**src/sv/ebs_pkg.sv**
```systemverilog
`default_nettype none

package ebs_pkg;

  // result slots one input beat can fill
  localparam int unsigned MAX_RESULTS = 4;
  localparam int unsigned SLOT_W      = $clog2(MAX_RESULTS);
  localparam int unsigned NUM_W       = $clog2(MAX_RESULTS + 1);

  localparam int unsigned COUNT_W = 10;
  localparam logic [COUNT_W-1:0] COUNT_MAX = '1;

  localparam logic [7:0] STUFF_OFFSET = 8'h20;

  // register indexes of the configuration port
  localparam int unsigned CFG_IDX_W = 2;
  localparam logic [CFG_IDX_W-1:0] CFG_START  = 2'd0;
  localparam logic [CFG_IDX_W-1:0] CFG_STOP   = 2'd1;
  localparam logic [CFG_IDX_W-1:0] CFG_ESCAPE = 2'd2;

  localparam logic [7:0] START_RESET  = 8'h01;
  localparam logic [7:0] STOP_RESET   = 8'h04;
  localparam logic [7:0] ESCAPE_RESET = 8'h10;

  typedef struct packed {
    logic       kind;
    logic [7:0] data_byte;
    logic       first_in;
    logic       last_in;
  } in_t;

  typedef struct packed {
    logic [7:0]         out_byte;
    logic               out_valid;
    logic               last_out;
    logic [COUNT_W-1:0] byte_count;
  } out_t;

  typedef struct packed {
    logic [7:0] start_code;
    logic [7:0] stop_code;
    logic [7:0] escape_code;
  } cfg_t;

  // all results of one input beat, in order
  typedef struct packed {
    out_t [MAX_RESULTS-1:0] slot;
    logic [NUM_W-1:0]       num;
  } burst_t;

  function automatic logic [COUNT_W-1:0] sat_inc(input logic [COUNT_W-1:0] c);
    sat_inc = (c == COUNT_MAX) ? c : c + COUNT_W'(1);
  endfunction

  function automatic out_t make_res(input logic [7:0] b, input logic v, input logic l,
                                    input logic [COUNT_W-1:0] c);
    out_t r;
    r.out_byte   = v ? b : 8'h00;
    r.out_valid  = v;
    r.last_out   = l;
    r.byte_count = c;
    make_res = r;
  endfunction

endpackage

`default_nettype wire

```
**src/sv/ebs_cfg.sv**
```systemverilog
`default_nettype none

module ebs_cfg (
  input  wire logic                           clk,
  input  wire logic                           rst_n,
  input  wire logic                           cfg_valid,
  output      logic                           cfg_ready,
  input  wire logic [ebs_pkg::CFG_IDX_W-1:0]  cfg_index,
  input  wire logic [7:0]                     cfg_data,
  output      ebs_pkg::cfg_t                  cfg_o
);
  import ebs_pkg::*;

  cfg_t cfg_r;

  // writes are always taken
  assign cfg_ready = 1'b1;
  assign cfg_o     = cfg_r;

  // code registers, unknown indexes ignored
  always_ff @(posedge clk) begin
    if (!rst_n) begin
      cfg_r.start_code  <= START_RESET;
      cfg_r.stop_code   <= STOP_RESET;
      cfg_r.escape_code <= ESCAPE_RESET;
    end else if (cfg_valid) begin
      unique case (cfg_index)
        CFG_START:  cfg_r.start_code  <= cfg_data;
        CFG_STOP:   cfg_r.stop_code   <= cfg_data;
        CFG_ESCAPE: cfg_r.escape_code <= cfg_data;
        default: ;
      endcase
    end
  end

endmodule

`default_nettype wire

```
**src/sv/ebs_expand.sv**
```systemverilog
`default_nettype none

module ebs_expand (
  input  wire ebs_pkg::cfg_t                 cfg_i,
  input  wire ebs_pkg::in_t                  item_i,
  input  wire logic                          pend_i,
  input  wire logic [ebs_pkg::COUNT_W-1:0]   count_i,
  output      ebs_pkg::burst_t               burst_o,
  output      logic                          pend_nxt,
  output      logic [ebs_pkg::COUNT_W-1:0]   count_nxt
);
  import ebs_pkg::*;

  logic               hit_frame;
  logic               hit_esc;
  logic [COUNT_W-1:0] c;
  logic [NUM_W-1:0]   n;
  logic               pend;
  burst_t             res;

  assign hit_frame = (item_i.data_byte == cfg_i.start_code) ||
                     (item_i.data_byte == cfg_i.stop_code);
  assign hit_esc   = (item_i.data_byte == cfg_i.escape_code);

  // lay out every result of the beat and the state it leaves
  always_comb begin
    c   = item_i.first_in ? '0 : count_i;
    pend = item_i.first_in ? 1'b0 : pend_i;
    n   = '0;
    res = '0;
    if (item_i.kind) begin
      // encode: optional start, byte or escape pair, optional stop
      if (item_i.first_in) begin
        c = sat_inc(c);
        res.slot[n[SLOT_W-1:0]] = make_res(cfg_i.start_code, 1'b1, 1'b0, c);
        n = n + NUM_W'(1);
      end
      if (hit_frame || hit_esc) begin
        c = sat_inc(c);
        res.slot[n[SLOT_W-1:0]] = make_res(cfg_i.escape_code, 1'b1, 1'b0, c);
        n = n + NUM_W'(1);
        c = sat_inc(c);
        res.slot[n[SLOT_W-1:0]] = make_res(item_i.data_byte + STUFF_OFFSET, 1'b1, 1'b0, c);
        n = n + NUM_W'(1);
      end else begin
        c = sat_inc(c);
        res.slot[n[SLOT_W-1:0]] = make_res(item_i.data_byte, 1'b1, 1'b0, c);
        n = n + NUM_W'(1);
      end
      if (item_i.last_in) begin
        c = sat_inc(c);
        res.slot[n[SLOT_W-1:0]] = make_res(cfg_i.stop_code, 1'b1, 1'b1, c);
        n = n + NUM_W'(1);
        pend = 1'b0;
      end
    end else begin
      // decode: framing codes win over the escape code
      priority if (pend) begin
        pend = 1'b0;
        c = sat_inc(c);
        res.slot[n[SLOT_W-1:0]] =
          make_res(item_i.data_byte - STUFF_OFFSET, 1'b1, item_i.last_in, c);
        n = n + NUM_W'(1);
      end else if (hit_frame) begin
      end else if (hit_esc) begin
        pend = 1'b1;
      end else begin
        c = sat_inc(c);
        res.slot[n[SLOT_W-1:0]] = make_res(item_i.data_byte, 1'b1, item_i.last_in, c);
        n = n + NUM_W'(1);
      end
      // frame end with nothing written gets a bare marker
      if (item_i.last_in) begin
        pend = 1'b0;
        if (n == '0) begin
          res.slot[n[SLOT_W-1:0]] = make_res(8'h00, 1'b0, 1'b1, c);
          n = n + NUM_W'(1);
        end
      end
    end
    res.num = n;
  end

  assign burst_o   = res;
  assign pend_nxt  = pend;
  assign count_nxt = c;

endmodule

`default_nettype wire

```
**src/sv/ebs_burst.sv**
```systemverilog
`default_nettype none

module ebs_burst (
  input  wire logic             clk,
  input  wire logic             rst_n,
  input  wire logic             load,
  input  wire ebs_pkg::burst_t  burst_i,
  output      logic             room,
  output      logic             out_valid,
  input  wire logic             out_ready,
  output      ebs_pkg::out_t    out_data
);
  import ebs_pkg::*;

  out_t [MAX_RESULTS-1:0] slots_r;
  logic [NUM_W-1:0]       rem_r;
  logic [SLOT_W-1:0]      rd_r;
  logic                   take;

  assign out_valid = (rem_r != '0);
  assign out_data  = slots_r[rd_r];
  assign take      = out_valid && out_ready;
  // a new beat may land as the last waiting result leaves
  assign room      = (rem_r == '0) || ((rem_r == NUM_W'(1)) && out_ready);

  // result slots, no reset needed
  always_ff @(posedge clk) begin
    if (load) begin
      slots_r <= burst_i.slot;
    end
  end

  // drain pointer and count of results still waiting
  always_ff @(posedge clk) begin
    if (!rst_n) begin
      rem_r <= '0;
      rd_r  <= '0;
    end else if (load) begin
      rem_r <= burst_i.num;
      rd_r  <= '0;
    end else if (take) begin
      rem_r <= rem_r - NUM_W'(1);
      rd_r  <= rd_r + SLOT_W'(1);
    end
  end

endmodule

`default_nettype wire

```
**src/sv/escape_byte_stuffing_codec.sv**
```systemverilog
// channel  ports                         beat carries
// -------  ----------------------------  -------------------------------------------
// in       in_valid  in_ready  in_data    kind, data_byte, first_in, last_in
// out      out_valid out_ready out_data   out_byte, out_valid, last_out, byte_count
// cfg      cfg_valid cfg_ready cfg_index  cfg_data: start, stop and escape codes
//
// an input beat is expanded in the cycle it is taken and its 0 to 4 results are
// written into a burst register, which drains one result per cycle
// decode beats give at most one result, so decode streams run at one beat per cycle
// an encode beat gives 1 to 4 results and stalls the input until its last one leaves
// synchronous reset restores the default codes and clears count and escape state
// out_ready low stalls the burst register and, once its last result waits, the input
`default_nettype none

module escape_byte_stuffing_codec (
  input  wire logic                           clk,
  input  wire logic                           rst_n,
  input  wire logic                           in_valid,
  output      logic                           in_ready,
  input  wire ebs_pkg::in_t                   in_data,
  output      logic                           out_valid,
  input  wire logic                           out_ready,
  output      ebs_pkg::out_t                  out_data,
  input  wire logic                           cfg_valid,
  output      logic                           cfg_ready,
  input  wire logic [ebs_pkg::CFG_IDX_W-1:0]  cfg_index,
  input  wire logic [7:0]                     cfg_data
);
  import ebs_pkg::*;

  cfg_t               cfg;
  burst_t             burst;
  logic               pend_r;
  logic               pend_nxt;
  logic [COUNT_W-1:0] count_r;
  logic [COUNT_W-1:0] count_nxt;
  logic               accept;

  assign accept = in_valid && in_ready;

  ebs_cfg u_cfg (
    .clk       (clk),
    .rst_n     (rst_n),
    .cfg_valid (cfg_valid),
    .cfg_ready (cfg_ready),
    .cfg_index (cfg_index),
    .cfg_data  (cfg_data),
    .cfg_o     (cfg)
  );

  ebs_expand u_expand (
    .cfg_i     (cfg),
    .item_i    (in_data),
    .pend_i    (pend_r),
    .count_i   (count_r),
    .burst_o   (burst),
    .pend_nxt  (pend_nxt),
    .count_nxt (count_nxt)
  );

  ebs_burst u_burst (
    .clk       (clk),
    .rst_n     (rst_n),
    .load      (accept),
    .burst_i   (burst),
    .room      (in_ready),
    .out_valid (out_valid),
    .out_ready (out_ready),
    .out_data  (out_data)
  );

  // frame state advances once per taken beat
  always_ff @(posedge clk) begin
    if (!rst_n) begin
      pend_r  <= 1'b0;
      count_r <= '0;
    end else if (accept) begin
      pend_r  <= pend_nxt;
      count_r <= count_nxt;
    end
  end

`ifndef ASSERT_OFF
  // every encode beat leaves at least one result
  a_encode_yields : assert property (@(posedge clk) disable iff (!rst_n)
    (accept && in_data.kind) |=> out_valid)
    else $error("encode beat produced no result");

  // a result without a byte is only ever a frame end marker
  a_bare_is_last : assert property (@(posedge clk) disable iff (!rst_n)
    (out_valid && !out_data.out_valid) |-> out_data.last_out)
    else $error("bare result not marked last");

  // a written byte is always counted
  a_count_nonzero : assert property (@(posedge clk) disable iff (!rst_n)
    (out_valid && out_data.out_valid) |-> (out_data.byte_count != '0))
    else $error("byte result with zero count");

  // escape state never survives a frame end
  a_end_clears_escape : assert property (@(posedge clk) disable iff (!rst_n)
    (accept && in_data.last_in) |=> !pend_r)
    else $error("escape pending after frame end");
`endif

endmodule

`default_nettype wire

```
**config.mk**
```make
export PLATFORM = sky130hd
export DESIGN_NAME = escape_byte_stuffing_codec
export DESIGN_NICKNAME = d
export VERILOG_FILES = /design/src/sv/ebs_pkg.sv /design/src/sv/ebs_cfg.sv /design/src/sv/ebs_expand.sv /design/src/sv/ebs_burst.sv /design/src/sv/escape_byte_stuffing_codec.sv
export SDC_FILE = /design/constraint.sdc
export NUM_CORES = 1
export LEC_CHECK = 0
export ABC_AREA = 1
export BUFFER_PORTS_ARGS = -buffer_cell sky130_fd_sc_hd__clkbuf_2
export CAP_MARGIN = 10
export CORE_MARGIN = 2
export CORE_UTILIZATION = 45
export DETAILED_ROUTE_END_ITERATION = 10
export HOLD_SLACK_MARGIN = 0.02
export SYNTH_ARGS = -nofsm -noshare
export SYNTH_HDL_FRONTEND = slang
export SYNTH_SLANG_ARGS = --single-unit
```
**constraint.sdc**
```tcl
create_clock -name clk -period 5.65 [get_ports clk]
set_clock_uncertainty 0.15 [all_clocks]
set_input_delay 0.565 -clock clk [delete_from_list [all_inputs] [get_ports clk]]
set_output_delay 0.565 -clock clk [all_outputs]
set_load 0.03 [all_outputs]
```
==> impl_results.md <==
- Cts repair resizes: 0
- Rel. slew slack: 37.6%
- Die X: 137 um
- Power per standard cell area: 419 mW/mm^2
- Setup TNS: 0 ps
- Initial antenna violation count: 0
- CP max stage delay: 370 ps
- Area growth, synth to finish: 12.0%
- 1st-pass router iterations: 7
- Ant diodes: 0
- Yosys synthesis warning count: 0
- Mapped Area: between 0.008 and 0.009 mm^2
- Routed Antenna Nets: 0
- Period utilisation layout: between 70 and 80%
- Core area: 0.0174 mm^2
- Post-synthesis cell count: ~1100
- HPWL Detailed: 18.8 mm
- Period minus WS final: 4430 ps
- Crit Path Max Fanout: 11
- Clk pin slew, worst setup/hold paths: 60 ps
- Routability cong.: approximately 1
- Seq cells post-synth: 119
- Worst Path Arrival: 4410 ps
- Highest clock rate: between 200 and 250 MHz
- Via count: 7846
- CP Class: flip-flop to flip-flop
- Layout cells sized above 1: between 10% and 20%
- Cell variety after synth: 45
- Min-Delay Path Class: input port to flip-flop
- Syn nets: 1153
- Element type at the critical path end: flip-flop
- Status: completed
- Final core area utilization: 51.7%
- Routed WL per cell: 18.8 um
- Fillers: approximately 1800
- CP most frequent cell: nand2_1
- Seq/Total Area, Yosys: 39.6%
- Site Rows: 48
- Max Root-Sink Buffers: 2
- RSZ-0062 raised after global routing: no
- CP Buf/Inv Count: 4
- VDD IR-drop max: 0.000287 V
- DIE AREA: 0.0189 mm^2
- Root Buffer: clkbuf_16
- Boundary pin count: 49
- Later-pin clock latency in the skew report: between 400 and 500 ps
- Nets@finish: 1180
- Final Slew Violations: 0
- DR DRC count: 0
- Starting Density: between 40% and 50%
- Final WL: 26.0 mm
- First-pass GRT wire length: 40.5 mm
- Max Cap Violations: 0
- Top delay family on crit path: simple AND/OR/NAND/NOR gates
- TritonCTS buffer count: 17
- CTS Sinks: about 120
- Number of global-route vias before repair: 6962
- CTS Hold Buffers Added: 0
- 1st-iter DRT viols: 969
- PnR Total Power: 3760 uW
- Leakage: 0.00388 uW
- CTS tree: yes
- Postcts setup bufs: 0
- Actual slew at the worst max-slew pin: 932 ps
- Grt total ovfl: 0
- Fin Hold WS: 242 ps
- Slowest CP cell: dfxtp_1
- Vias per cell: 5.69
- DP Area: 0.00838 mm^2
- CP Launch Type: flip-flop
- Mapped Avg Cell Area: 7.19 um^2
- Largest net degree at the start of global routing: 55
- Layout Cell Area excl Fill: 0.00897 mm^2
- Final hold viol count: 0
- CP cell instances: inv_1, nor2_2, ha_1, inv_1, nor2_2, nand3_2, nand2_1, nand2_1, inv_1, ha_1, nand2_1, inv_1, nand3_2, nand2_1, nand2_1, nand2_2, nand2_2, nor2_2, nand2_1, nand2_1, nand3_2, o21ai_1, nand3_1
- H-tree levels: 4
- Setup violations, final: 0
- Total track usage: between 20% and 30%
- IO buf count: between 40 and 50
- Die Span Y: ~140 um
- Crit path required time: around 5600 ps
synth_stat cells (all sizes together):
master	n	share of area [%]
xor2	15	1.6
conb	1	0.047
or2	1	0.078
nor2	141	7.2
clkinv	6	0.28
nand4	19	1.5
nand3	68	5.1
a31oi	5	0.39
o311ai	1	0.11
xnor2	5	0.55
nand3b	1	0.094
o2111ai	2	0.22
clkbuf	37	1.7
buf	12	1.1
edfxtp	79	30
nand2	263	13
a211oi	1	0.094
ha	13	2.0
nor3	9	0.56
a21oi	59	3.9
o211ai	9	0.91
o21bai	4	0.38
o31ai	7	0.66
o22ai	37	2.9
o21ai	148	9.3
a22oi	5	0.47
a221oi	1	0.11
inv	124	5.9
dfxtp	40	10
o32ai	1	0.11
layout by cell type (no fill, tap or decap), drive strengths merged, types with 10 or more instances in the layout:
cell type / synthesis / routed
a21oi: 59 / 59
nor2: 141 / 141
o21ai: 148 / 148
edfxtp: 79 / 79
o22ai: 37 / 37
dfxtp: 40 / 40
nand2: 263 / 263
nand3: 68 / 68
nand4: 19 / 19
xor2: 15 / 15
buf: 12 / 10
clkinv: 6 / 10
inv: 124 / 130
clkbuf: 37 / 64
ha: 13 / 13
report_power, final:
part / internal (uW) / leakage (uW) / switching (uW)
combinational: 352 / 0.00251 / 981
sequential: 1220 / 0.00109 / 106
clock: 658 / 0.000282 / 443
logic make-up after synthesis:
group                    count (synthesis)  synth area share [%]
flip-flops                             119                  39.6
AND/OR/NAND/NOR                        502                  27.6
buffers and inverters                  179                  8.97
AO/OA/AOI/OAI                          280                  19.5
XOR/XNOR                                20                  2.19
adder cells (fa/ha/maj)                 13                  2.03
other                                    1                0.0468
flip-flops by register name, indices dropped and copies added, names as in the netlist:
register	cells
u_cfg.cfg_o	24
u_burst.slots_r	79
u_burst.rd_r	2
u_burst.rem_r	3
pend_r	1
count_r	10
worst reg2reg max path, cell delays in order (launching register included):
cell	delay, ps
dfxtp_1	370
inv_1	60
nor2_2	180
ha_1	240
inv_1	80
nor2_2	160
nand3_2	310
nand2_1	140
nand2_1	160
inv_1	220
ha_1	350
nand2_1	130
inv_1	90
nand3_2	170
nand2_1	130
nand2_1	120
nand2_2	140
nand2_2	80
nor2_2	170
nand2_1	70
nand2_1	90
nand3_2	170
o21ai_1	180
nand3_1	170
routing by layer:
metal  vias to the layer above  track usage (%)  routed length, um
met3                        31             7.54               2450
met2                       358             38.7              10300
li1                       3822                -                  -
met5                         -                0                  0
met4                         0             7.50                407
met1                      3635             44.6              12800
final timing paths:
path                                       from            endpoint  slack [ps]  cells after the start
worst max-delay path                 count_r[1]  u_burst.slots_r[8]        1220                     23
worst min-delay path                cfg_data[0]     u_cfg.cfg_o[16]         240                      3
worst max register to register       count_r[1]  u_burst.slots_r[8]        1220                     23
worst min register to register  u_cfg.cfg_o[20]     u_cfg.cfg_o[20]         350                      2
area by class of cell:
| class | count | area (um^2) | share of cell area [%] |
|---|---|---|---|
| Tap cell | 225 | 282 | 3.14 |
| Clock buffer | 17 | 425 | 4.74 |
| Clock inverter | 15 | 166 | 1.86 |
| Multi-Input combinational cell | 816 | 4120 | 45.9 |
| Sequential cell | 119 | 3170 | 35.4 |
| Timing Repair Buffer | 57 | 310 | 3.46 |
| Inverter | 130 | 494 | 5.51 |
metrics by stage:
step,cells,setup slack [ps]
6_report,1379,1220
5_1_grt,1379,759
4_1_cts,1379,1280
3_5_place_dp,1347,913
3_3_place_gp,1347,1030
2_1_floorplan,1114,1170
Power figures use the tool's default switching activity.
